`src/rtl/bnpc_pkg.sv`:
```
// Package for the bus node poll controller: constants, mode and command codes,
// and the command and status structs exchanged between sequencer and datapath.
// No dependencies.
package bnpc_pkg;

	localparam int MAX_NODE_SLOTS = 32;
	localparam int NODE_W         = $clog2(MAX_NODE_SLOTS);
	localparam int CNT_W          = 6;
	localparam int ADDR_W         = 5;
	localparam int TIMER_W        = 16;
	localparam int MASK_W         = 8;
	localparam int RADIUS_W       = 2;
	localparam int CODE_W         = 2;
	localparam int CFG_IDX_W      = 3;
	localparam int CFG_DATA_W     = 16;

	// Effective node count: limited by the table depth and by the 5-bit address.
	localparam int EFF_MAX = (MAX_NODE_SLOTS < 32) ? MAX_NODE_SLOTS : 32;

	localparam logic [CNT_W-1:0]    RST_NODE_COUNT = CNT_W'(25);
	localparam logic [RADIUS_W-1:0] RST_RADIUS     = RADIUS_W'(1);
	localparam logic [TIMER_W-1:0]  RST_TIMEOUT    = TIMER_W'(10);
	localparam logic [MASK_W-1:0]   RST_OUT_MASK   = MASK_W'(128);
	localparam logic [MASK_W-1:0]   RST_IN_MASK    = MASK_W'(1);

	// Configuration register indexes
	localparam logic [CFG_IDX_W-1:0] CFG_NODE_COUNT = CFG_IDX_W'(0);
	localparam logic [CFG_IDX_W-1:0] CFG_RADIUS     = CFG_IDX_W'(1);
	localparam logic [CFG_IDX_W-1:0] CFG_TIMEOUT    = CFG_IDX_W'(2);
	localparam logic [CFG_IDX_W-1:0] CFG_OUT_MASK   = CFG_IDX_W'(3);
	localparam logic [CFG_IDX_W-1:0] CFG_IN_MASK    = CFG_IDX_W'(4);

	// Command codes sent on the bus
	localparam logic [CODE_W-1:0] CODE_PROBE = CODE_W'(0);
	localparam logic [CODE_W-1:0] CODE_QUERY = CODE_W'(1);
	localparam logic [CODE_W-1:0] CODE_SET   = CODE_W'(2);

	// Frame codes received from slaves
	localparam logic [CODE_W-1:0] FRAME_PRESENCE = CODE_W'(0);
	localparam logic [CODE_W-1:0] FRAME_REPORT   = CODE_W'(1);

	typedef enum logic [1:0] {
		MODE_DETECTING   = 2'd0,
		MODE_WAIT_PROBE  = 2'd1,
		MODE_QUERY       = 2'd2,
		MODE_WAIT_REPORT = 2'd3
	} mode_t;

	typedef struct packed {
		logic latch_tick;
		logic det_to_query;
		logic emit_probe;
		logic frame_apply;
		logic poll_inc;
		logic sweep_start;
		logic emit_query;
		logic sweep_step;
		logic sweep_done;
		logic timer_check;
	} cmd_t;

	typedef struct packed {
		mode_t mode;
		logic  probe_lt_n;
		logic  poll_lt_n;
		logic  poll_avail;
		logic  sweep_lt_n;
		logic  out_free;
	} status_t;

endpackage

```
`src/rtl/bnpc_ctrl.sv`:
```
// Sequencer for the bus node poll controller: walks one tick through mode
// action, availability scan, output sweep and timer check.
// Depends on bnpc_pkg.
module bnpc_ctrl (
	input  logic              clk,
	input  logic              arst_n,
	input  logic              tick_valid,
	output logic              tick_ready,
	input  bnpc_pkg::status_t sts,
	output bnpc_pkg::cmd_t    cmd
);

	typedef enum logic [2:0] {
		ST_IDLE,
		ST_ACT,
		ST_SCAN,
		ST_SWEEP,
		ST_TIMER
	} state_t;

	state_t state_q, state_d;
	logic   rdy_q;

	always_comb begin
		cmd     = '0;
		state_d = state_q;
		unique case (state_q)
			ST_IDLE: begin
				if (tick_valid && rdy_q) begin
					cmd.latch_tick = 1'b1;
					state_d        = ST_ACT;
				end
			end
			ST_ACT: begin
				unique case (sts.mode)
					bnpc_pkg::MODE_DETECTING: begin
						if (!sts.probe_lt_n) begin
							cmd.det_to_query = 1'b1;
							state_d          = ST_TIMER;
						end else if (sts.out_free) begin
							cmd.emit_probe = 1'b1;
							state_d        = ST_TIMER;
						end
					end
					bnpc_pkg::MODE_QUERY: begin
						state_d = ST_SCAN;
					end
					default: begin
						cmd.frame_apply = 1'b1;
						state_d         = ST_TIMER;
					end
				endcase
			end
			ST_SCAN: begin
				// skip absent nodes one address per cycle
				if (!sts.poll_lt_n) begin
					cmd.sweep_start = 1'b1;
					state_d         = ST_SWEEP;
				end else if (!sts.poll_avail) begin
					cmd.poll_inc = 1'b1;
				end else if (sts.out_free) begin
					cmd.emit_query = 1'b1;
					state_d        = ST_TIMER;
				end
			end
			ST_SWEEP: begin
				if (!sts.sweep_lt_n) begin
					cmd.sweep_done = 1'b1;
					state_d        = ST_TIMER;
				end else if (sts.out_free) begin
					cmd.sweep_step = 1'b1;
				end
			end
			ST_TIMER: begin
				cmd.timer_check = 1'b1;
				state_d         = ST_IDLE;
			end
			default: state_d = ST_IDLE;
		endcase
	end

	always_ff @(posedge clk or negedge arst_n) begin
		if (!arst_n) begin
			state_q <= ST_IDLE;
			rdy_q   <= 1'b0;
		end else begin
			state_q <= state_d;
			rdy_q   <= (state_d == ST_IDLE);
		end
	end

	assign tick_ready = rdy_q;

endmodule

```
`src/rtl/bnpc_dp.sv`:
```
// Datapath for the bus node poll controller: configuration registers, node
// table, probe/poll/sweep indexes, reply timer, mode and the result register.
// Depends on bnpc_pkg.
module bnpc_dp (
	input  logic                             clk,
	input  logic                             arst_n,
	input  bnpc_pkg::cmd_t                   cmd,
	output bnpc_pkg::status_t                sts,
	input  logic                             cfg_we,
	input  logic [bnpc_pkg::CFG_IDX_W-1:0]   cfg_idx,
	input  logic [bnpc_pkg::CFG_DATA_W-1:0]  cfg_wdata,
	input  logic                             frame_valid,
	input  logic [bnpc_pkg::CODE_W-1:0]      frame_code,
	input  logic [bnpc_pkg::ADDR_W-1:0]      frame_address,
	input  logic [bnpc_pkg::MASK_W-1:0]      frame_data,
	output logic                             out_valid,
	input  logic                             out_ready,
	output logic [bnpc_pkg::ADDR_W-1:0]      send_address,
	output logic [bnpc_pkg::CODE_W-1:0]      send_code,
	output logic                             send_data,
	output logic                             last_command
);

	localparam int N = bnpc_pkg::MAX_NODE_SLOTS;
	localparam int CW = bnpc_pkg::CNT_W;

	// configuration
	logic [CW-1:0]                   node_count_q;
	logic [bnpc_pkg::RADIUS_W-1:0]   radius_q;
	logic [bnpc_pkg::TIMER_W-1:0]    timeout_q;
	logic [bnpc_pkg::MASK_W-1:0]     out_mask_q;
	logic [bnpc_pkg::MASK_W-1:0]     in_mask_q;

	// node table, one flop vector per attribute
	logic [N-1:0] avail_q, input_q, output_q;

	bnpc_pkg::mode_t                 mode_q;
	logic [CW-1:0]                   probe_q, poll_q, sweep_q;
	logic [bnpc_pkg::TIMER_W-1:0]    timer_q;

	// latched tick
	logic                            fv_q;
	logic [bnpc_pkg::CODE_W-1:0]     fcode_q;
	logic [bnpc_pkg::ADDR_W-1:0]     faddr_q;
	logic [bnpc_pkg::MASK_W-1:0]     fdata_q;

	logic                            ov_q;
	logic [bnpc_pkg::ADDR_W-1:0]     oaddr_q;
	logic [bnpc_pkg::CODE_W-1:0]     ocode_q;
	logic                            odata_q;
	logic                            olast_q;

	logic [CW-1:0]                   n_eff;
	logic                            out_free;
	logic                            addr_in_range;
	logic                            st_out_on, st_in_on;
	logic                            window_on;
	logic [CW:0]                     sw_ext, r_ext;
	logic [bnpc_pkg::NODE_W-1:0]     poll_idx, sweep_idx, faddr_idx;
	logic                            load_out;

	assign n_eff = (node_count_q > CW'(bnpc_pkg::EFF_MAX)) ? CW'(bnpc_pkg::EFF_MAX)
		: node_count_q;
	assign out_free      = !ov_q || out_ready;
	assign addr_in_range = {{(CW-bnpc_pkg::ADDR_W){1'b0}}, faddr_q} < n_eff;
	assign st_out_on     = (fdata_q & out_mask_q) == out_mask_q;
	assign st_in_on      = (fdata_q & in_mask_q) == in_mask_q;
	assign poll_idx      = poll_q[bnpc_pkg::NODE_W-1:0];
	assign sweep_idx     = sweep_q[bnpc_pkg::NODE_W-1:0];
	assign faddr_idx     = bnpc_pkg::NODE_W'(faddr_q);
	assign sw_ext        = {1'b0, sweep_q};
	assign r_ext         = (CW+1)'(radius_q);
	assign load_out      = cmd.emit_probe || cmd.emit_query || cmd.sweep_step;

	// OR of the input bits inside the neighbour window of the current sweep node
	always_comb begin
		logic [CW:0] jj;
		window_on = 1'b0;
		for (int j = 0; j < N; j++) begin
			jj = (CW+1)'(j);
			if (input_q[j] && (jj < {1'b0, n_eff}) && (jj + r_ext >= sw_ext)
					&& (jj <= sw_ext + r_ext))
				window_on = 1'b1;
		end
	end

	always_comb begin
		sts.mode       = mode_q;
		sts.probe_lt_n = probe_q < n_eff;
		sts.poll_lt_n  = poll_q < n_eff;
		sts.poll_avail = avail_q[poll_idx];
		sts.sweep_lt_n = sweep_q < n_eff;
		sts.out_free   = out_free;
	end

	always_ff @(posedge clk or negedge arst_n) begin
		if (!arst_n) begin
			node_count_q <= bnpc_pkg::RST_NODE_COUNT;
			radius_q     <= bnpc_pkg::RST_RADIUS;
			timeout_q    <= bnpc_pkg::RST_TIMEOUT;
			out_mask_q   <= bnpc_pkg::RST_OUT_MASK;
			in_mask_q    <= bnpc_pkg::RST_IN_MASK;
		end else if (cfg_we) begin
			unique case (cfg_idx)
				bnpc_pkg::CFG_NODE_COUNT: node_count_q <= cfg_wdata[CW-1:0];
				bnpc_pkg::CFG_RADIUS:     radius_q <= cfg_wdata[bnpc_pkg::RADIUS_W-1:0];
				bnpc_pkg::CFG_TIMEOUT:    timeout_q <= cfg_wdata;
				bnpc_pkg::CFG_OUT_MASK:   out_mask_q <= cfg_wdata[bnpc_pkg::MASK_W-1:0];
				bnpc_pkg::CFG_IN_MASK:    in_mask_q <= cfg_wdata[bnpc_pkg::MASK_W-1:0];
				default: ;
			endcase
		end
	end

	always_ff @(posedge clk) begin
		if (cmd.latch_tick) begin
			fv_q    <= frame_valid;
			fcode_q <= frame_code;
			faddr_q <= frame_address;
			fdata_q <= frame_data;
		end
		if (load_out) begin
			if (cmd.emit_probe) begin
				oaddr_q <= bnpc_pkg::ADDR_W'(probe_q);
				ocode_q <= bnpc_pkg::CODE_PROBE;
				odata_q <= 1'b0;
				olast_q <= 1'b1;
			end else if (cmd.emit_query) begin
				oaddr_q <= bnpc_pkg::ADDR_W'(poll_q);
				ocode_q <= bnpc_pkg::CODE_QUERY;
				odata_q <= 1'b0;
				olast_q <= 1'b1;
			end else begin
				oaddr_q <= bnpc_pkg::ADDR_W'(sweep_q);
				ocode_q <= bnpc_pkg::CODE_SET;
				odata_q <= window_on;
				olast_q <= (sweep_q + CW'(1)) == n_eff;
			end
		end
	end

	always_ff @(posedge clk or negedge arst_n) begin
		if (!arst_n) begin
			avail_q  <= '0;
			input_q  <= '0;
			output_q <= '0;
			mode_q   <= bnpc_pkg::MODE_DETECTING;
			probe_q  <= '0;
			poll_q   <= '0;
			sweep_q  <= '0;
			timer_q  <= '0;
			ov_q     <= 1'b0;
		end else begin
			if (load_out)
				ov_q <= 1'b1;
			else if (out_ready)
				ov_q <= 1'b0;

			if (cmd.det_to_query)
				mode_q <= bnpc_pkg::MODE_QUERY;

			if (cmd.emit_probe) begin
				timer_q <= timeout_q;
				mode_q  <= bnpc_pkg::MODE_WAIT_PROBE;
				probe_q <= probe_q + CW'(1);
			end

			if (cmd.frame_apply && fv_q && addr_in_range) begin
				if (fcode_q == bnpc_pkg::FRAME_PRESENCE) begin
					avail_q[faddr_idx]  <= 1'b1;
					output_q[faddr_idx] <= st_out_on;
					input_q[faddr_idx]  <= st_in_on;
					mode_q <= (probe_q < n_eff) ? bnpc_pkg::MODE_DETECTING
						: bnpc_pkg::MODE_QUERY;
				end else if (fcode_q == bnpc_pkg::FRAME_REPORT) begin
					output_q[faddr_idx] <= st_out_on;
					input_q[faddr_idx]  <= st_in_on;
					mode_q <= bnpc_pkg::MODE_QUERY;
				end
			end

			if (cmd.poll_inc)
				poll_q <= poll_q + CW'(1);

			if (cmd.emit_query) begin
				timer_q <= timeout_q;
				mode_q  <= bnpc_pkg::MODE_WAIT_REPORT;
				poll_q  <= poll_q + CW'(1);
			end

			if (cmd.sweep_start) begin
				poll_q  <= '0;
				sweep_q <= '0;
			end

			if (cmd.sweep_step) begin
				output_q[sweep_idx] <= window_on;
				sweep_q <= sweep_q + CW'(1);
			end

			if (cmd.sweep_done)
				mode_q <= bnpc_pkg::MODE_WAIT_REPORT;

			if (cmd.timer_check) begin
				if (timer_q == '0) begin
					if (mode_q == bnpc_pkg::MODE_WAIT_PROBE)
						mode_q <= bnpc_pkg::MODE_DETECTING;
					else if (mode_q == bnpc_pkg::MODE_WAIT_REPORT)
						mode_q <= bnpc_pkg::MODE_QUERY;
				end else begin
					timer_q <= timer_q - bnpc_pkg::TIMER_W'(1);
				end
			end
		end
	end

	assign out_valid    = ov_q;
	assign send_address = oaddr_q;
	assign send_code    = ocode_q;
	assign send_data    = odata_q;
	assign last_command = olast_q;

endmodule

```
`src/rtl/bus_node_poll_controller_top.sv`:
```
// Top level of the bus node poll controller: sequencer plus datapath.
// Depends on bnpc_pkg, bnpc_ctrl and bnpc_dp.
//
// Usage: each request on the s_axis channel is one bus tick, optionally carrying
// the frame at the front of the receive queue (tuser[0] marks it present). The
// block answers with zero or more commands on m_axis, tlast on the final one
// of the tick. Configuration is written on the cfg channel (cfg_ready is always
// high) while the block is idle.
// Ticks are handled one at a time. A tick that sends a probe or handles a reply
// passes from acceptance through the act and timer states back to idle; one that
// sends a query also passes the scan state, which skips absent nodes one per cycle.
// A sweep follows once the scan has passed the last node, and the sweep state steps
// over the node table one node per cycle while the output register is free. A probe
// is loaded into the output register from the act state once that register is free.
// Reset clears the node table, indexes, timer and mode and loads the default
// configuration; no clearing pass is needed.
// When the receiver stalls, the command waits in the output register. The sequencer
// holds only when it has a further command to load, so a tick whose last command
// is still waiting does not block the next request.
module bus_node_poll_controller_top (
	input  logic        clk,
	input  logic        arst_n,
	input  logic        s_axis_tvalid,
	output logic        s_axis_tready,
	input  logic [15:0] s_axis_tdata,  // frame_address[4:0], frame_data[12:5], zero[15:13]
	input  logic [2:0]  s_axis_tuser,  // frame_valid[0], frame_code[2:1]
	output logic        m_axis_tvalid,
	input  logic        m_axis_tready,
	output logic [7:0]  m_axis_tdata,  // send_address[4:0], send_code[6:5], send_data[7]
	output logic        m_axis_tlast,
	input  logic        cfg_valid,
	output logic        cfg_ready,
	input  logic [bnpc_pkg::CFG_IDX_W-1:0]  cfg_index,
	input  logic [bnpc_pkg::CFG_DATA_W-1:0] cfg_data
);

	bnpc_pkg::cmd_t    cmd;
	bnpc_pkg::status_t sts;
	logic [bnpc_pkg::ADDR_W-1:0] send_address;
	logic [bnpc_pkg::CODE_W-1:0] send_code;
	logic                        send_data;

	assign cfg_ready = 1'b1;

	bnpc_ctrl u_ctrl (
		.clk        (clk),
		.arst_n     (arst_n),
		.tick_valid (s_axis_tvalid),
		.tick_ready (s_axis_tready),
		.sts        (sts),
		.cmd        (cmd)
	);

	bnpc_dp u_dp (
		.clk           (clk),
		.arst_n        (arst_n),
		.cmd           (cmd),
		.sts           (sts),
		.cfg_we        (cfg_valid && cfg_ready),
		.cfg_idx       (cfg_index),
		.cfg_wdata     (cfg_data),
		.frame_valid   (s_axis_tuser[0]),
		.frame_code    (s_axis_tuser[2:1]),
		.frame_address (s_axis_tdata[4:0]),
		.frame_data    (s_axis_tdata[12:5]),
		.out_valid     (m_axis_tvalid),
		.out_ready     (m_axis_tready),
		.send_address  (send_address),
		.send_code     (send_code),
		.send_data     (send_data),
		.last_command  (m_axis_tlast)
	);

	assign m_axis_tdata = {send_data, send_code, send_address};

endmodule

```
`config.mk`:
```
export PLATFORM = sky130hd
export DESIGN_NAME = bus_node_poll_controller_top
export DESIGN_NICKNAME = d
export VERILOG_FILES = /design/src/rtl/bnpc_pkg.sv /design/src/rtl/bnpc_ctrl.sv /design/src/rtl/bnpc_dp.sv /design/src/rtl/bus_node_poll_controller_top.sv
export SDC_FILE = /design/constraint.sdc
export NUM_CORES = 1
export LEC_CHECK = 0
export BUFFER_PORTS_ARGS = -buffer_cell sky130_fd_sc_hd__buf_2
export CORE_MARGIN = 2
export CORE_UTILIZATION = 35
export DETAILED_ROUTE_END_ITERATION = 12
export SETUP_SLACK_MARGIN = 0.15
export SYNTH_ARGS = -nofsm -noshare
export SYNTH_HDL_FRONTEND = slang
export SYNTH_HIERARCHICAL = 1
export SYNTH_SLANG_ARGS = --single-unit
```
`constraint.sdc`:
```
create_clock -name clk -period 8.2 [get_ports clk]
set_input_delay 1.64 -clock clk [delete_from_list [all_inputs] [get_ports clk]]
set_output_delay 1.64 -clock clk [all_outputs]
set_load 0.02 [all_outputs]
```
==> out/qor.log <==
qor: setup_path.crit_path_end_kind flip-flop
qor: grt.gr-usage-all-layers 0.181
qor: cells_and_area.final_net_count 1107
qor: setup_path.critical_path.startpoint_type flip-flop
qor: sta.rsz_0062_raised_after_global_routing no
qor: route.routed-via-count 7707
qor: pwr.share_seq_of_total_power 0.382
qor: pwr.totalPowerFinal 3.17 mW
qor: sta.timing.final.hold_violations 0
qor: grt.grt_first_pass_wirelength 41.8 mm
qor: cells_and_area.layout_overhead_on_the_synthesized_area 12.3%
qor: cells_and_area.layout.cells.most_common sky130_fd_sc_hd__dfrtp_1
qor: route.number_of_detailed_routing_iterations_run_before_antenna_repair 5
qor: pwr.share_clk_of_total_power 0.269
qor: cells_and_area.stdcell_area 0.0110 mm2
qor: pwr.internal_power 1.94 mW
qor: route.routed_wire_length_per_instance 18.4 um
qor: setup_path.cp_common_cell sky130_fd_sc_hd__a21o_1
qor: pwr.cellPowerDensity 287 mW/mm2
qor: outcome.run_status completed
qor: pwr.vdd_ir_drop_max 0.167 mV
qor: synth.number_of_enable_flip_flop_cells_after_synthesis 25
qor: grt.number_of_antenna_violations_at_the_first_check_in_global_routing 0
qor: synth.synthesis.instances 980
qor: clock_network.cts_setup_buffers 0
qor: synth.ys_seq_elements 162
qor: setup_path.crit_path_top_delay_cell sky130_fd_sc_hd__dfrtp_1
qor: setup_path.max_stage_delay 0.69 ns
qor: place.routabilityCongestion 0.921
qor: synth.cell_area_synth 0.00983 mm2
qor: route.ant_nets 0
qor: setup_path.critPathRequiredTime 8.51 ns
qor: cells_and_area.regArea 0.00419 mm2
qor: synth.syn-mean-instance-area 10.0 um2
qor: route.detail_route.vias_per_cell 5.51
qor: floorplanning.placeableCoreArea 0.0277 mm2
qor: clock_network.insertion_delay 0.42 ns
qor: sta.fin_crit_sh 0.571
qor: job.timing.max_cap.violations 0
qor: pwr.comb_power_share 0.349
qor: cells_and_area.most-common-layout-cells sky130_fd_sc_hd__dfrtp_1, sky130_fd_sc_hd__nand2_1, sky130_fd_sc_hd__o21ai_0, sky130_fd_sc_hd__ha_1, sky130_fd_sc_hd__mux2_2
qor: clock_network.tritoncts yes
qor: setup_path.path_cells nor2b_1 > inv_1 > ha_1 > a21o_1 > a21o_1 > a21o_1 > a21o_1 > a21oi_1 > and3_2 > or2_2 > inv_1 > nand2_1 > o21ai_0 > a221o_1
qor: synth.yosysSeqAreaShare 0.426
qor: route.routed_wl 25.8 mm
qor: sta.minimum_hold_slack 0.450 ns
qor: grt.grt-ovfl-total 0
qor: cells_and_area.layout-drive-gt1-share 0.191
qor: clock_network.cts.repair.resized 0
qor: cells_and_area.final_cells 1398
qor: sta.timing.setup.tns 0 ns
qor: floorplanning.design.portCount 55
qor: sta.timing.final.ws_setup 3.52 ns
qor: setup_path.cp_data_arrival_time 4.99 ns
qor: clock_network.total_number_of_clock_tree_sinks 162
qor: place.placed_cells_incl_taps 1366
qor: min_path.hold_path.class flip-flop to flip-flop
qor: grt.grt_start_max_net_pins 83
qor: cells_and_area.number_of_inserted_filler_cells_in_the_final_layout 2730
qor: sta.max_freq 214 MHz
qor: route.drt-initial-drc-count 535
qor: setup_path.crit_path_max_fanout 24
qor: synth.warnings_from_yosys 6
qor: clock_network.post_cts_hold_buffer_count 0
qor: pwr.power.static_leakage 4.88 nW
qor: synth.synth.lib_cells_used.distinct 89
qor: cells_and_area.multi_input_area 0.00528 mm2
qor: place.placed_area 0.0104 mm2
qor: sta.period_needed 4.68 ns
qor: floorplanning.die_w 172 um
qor: clock_network.cts_max_level 4
qor: sta.tightest_slew 1.24 ns
qor: grt.grt_pass1_vias 7612
qor: sta.finalClockSkew 0.00997 ns
qor: place.place_ws 3.57 ns
qor: floorplanning.start_util 0.355
qor: place.dp_hpwl 18.8 mm
qor: pwr.switching_share 0.387
qor: synth.synthFlopType sky130_fd_sc_hd__dfrtp_1
qor: floorplanning.die-area 0.0294 mm2
qor: place.portBuffers 50
qor: floorplanning.chipHeight 172 um
qor: clock_network.clk_root_buffer_cell sky130_fd_sc_hd__clkbuf_16
qor: sta.report.final.slew_viol_count 0
qor: pwr.netSwitchingPower 1.22 mW
qor: clock_network.clkTransAtPathRegs 0.07 ns
qor: floorplanning.floorplan.rows 61
qor: sta.final-setup-viol-count 0
qor: cells_and_area.postLayoutCoreUtil 0.398
qor: setup_path.critPathKind flip-flop to flip-flop
qor: route.route.detailed.drc 0
qor: cells_and_area.insertedDiodeCount 0
qor: synth.async_reset_ff_frac 0.846
qor: clock_network.cts_made_buffers 17
qor: synth.synth.net_count 1080
qor: sta.max_slew_margin 0.168
qor: clock_network.cts-root-to-sink-buffers 2
[area by class of cell]
type	instances	area share
well taps	378	0.0428
multi-input cells	731	0.478
flip-flops and latches	162	0.379
clock inverters	10	0.0130
clock buffers	22	0.0448
inverters	36	0.0122
repair buffers	59	0.0294
[cells in the mapped netlist (8+ instances only)]
| cell type | instances | share of area |
|---|---|---|
| sky130_fd_sc_hd__a211oi_1 | 9 | 0.0069 |
| sky130_fd_sc_hd__a21o_1 | 50 | 0.038 |
| sky130_fd_sc_hd__a21oi_1 | 50 | 0.025 |
| sky130_fd_sc_hd__and3_1 | 8 | 0.0051 |
| sky130_fd_sc_hd__clkbuf_1 | 30 | 0.011 |
| sky130_fd_sc_hd__dfrtp_1 | 130 | 0.33 |
| sky130_fd_sc_hd__edfxtp_1 | 25 | 0.076 |
| sky130_fd_sc_hd__ha_1 | 56 | 0.071 |
| sky130_fd_sc_hd__inv_1 | 33 | 0.013 |
| sky130_fd_sc_hd__mux2_2 | 55 | 0.063 |
| sky130_fd_sc_hd__mux4_2 | 10 | 0.023 |
| sky130_fd_sc_hd__nand2_1 | 87 | 0.033 |
| sky130_fd_sc_hd__nand2b_1 | 18 | 0.011 |
| sky130_fd_sc_hd__nand3_1 | 44 | 0.022 |
| sky130_fd_sc_hd__nor2_1 | 50 | 0.019 |
| sky130_fd_sc_hd__nor2b_1 | 19 | 0.012 |
| sky130_fd_sc_hd__nor3_1 | 37 | 0.019 |
| sky130_fd_sc_hd__o211ai_1 | 8 | 0.0061 |
| sky130_fd_sc_hd__o21ai_0 | 57 | 0.029 |
| sky130_fd_sc_hd__o31ai_1 | 8 | 0.0061 |
| sky130_fd_sc_hd__xnor2_1 | 15 | 0.013 |
| sky130_fd_sc_hd__xor2_1 | 11 | 0.0098 |
[path summary, 6_finish.rpt]
path	cells past startpoint	from	to	slack [ns]
worst max-delay path	14	u_dp/node_count_q[5]	u_dp/timer_q[4]	3.52
worst min-delay path	1	u_dp/avail_q[1]	u_dp/avail_q[1]	0.45
worst max register to register	14	u_dp/node_count_q[5]	u_dp/timer_q[4]	3.52
worst min register to register	1	u_dp/avail_q[1]	u_dp/avail_q[1]	0.45
max in group asynchronous	2	arst_n	u_dp/input_q[11]	5.73
min in group asynchronous	1	arst_n	u_dp/timeout_q[11]	1.24
[routing by layer]
| metal | GRT usage | vias up | share of wire |
|---|---|---|---|
| li1 | - | 3661 | - |
| met1 | 0.258 | 3805 | 0.48 |
| met2 | 0.283 | 204 | 0.45 |
| met3 | 0.0313 | 37 | 0.052 |
| met4 | 0.0542 | 0 | 0.018 |
| met5 | 0 | - | 0 |
[power groups by stage]
stage	sequential, mW	clock, mW	combinational, mW
floorplan	1.12	0	0.870
global placement	1.22	0	1.08
detailed placement	1.23	0	1.09
CTS	1.21	0.869	1.10
global route	1.24	0.905	1.24
finish	1.21	0.851	1.10
[worst max-delay path, delay by kind of cell, from the launching register on]
kind / cells / cell delay [ns]
fa+ha+maj: 1 / 0.32
simple gates: 4 / 1.59
compound gates: 7 / 1.39
buf+inv: 2 / 0.56
flops: 1 / 0.69
[registers in the layout (all words and copies together) (netlist names), 5 cells and up, named ones only]
| register | cells |
|---|---|
| u_dp/send_address | 5 |
| u_dp/timer_q | 16 |
| u_dp/fdata_q | 8 |
| u_dp/node_count_q | 6 |
| u_dp/input_q | 32 |
| u_dp/avail_q | 32 |
| u_dp/poll_q | 6 |
| u_dp/probe_q | 6 |
| u_dp/in_mask_q | 8 |
| u_dp/timeout_q | 16 |
| u_dp/sweep_q | 6 |
| u_dp/faddr_idx | 5 |
[logic make-up after synthesis]
group / count (synthesis) / share of synthesized area
buffers and inverters: 87 / 0.0381
other: 1 / 0.000381
flip-flops: 162 / 0.426
AO/OA/AOI/OAI: 253 / 0.175
adder cells (fa/ha/maj): 57 / 0.0733
AND/OR/NAND/NOR: 320 / 0.168
multiplexers: 73 / 0.0944
XOR/XNOR: 27 / 0.0248
Note: power is estimated with default switching activity, not from simulation.
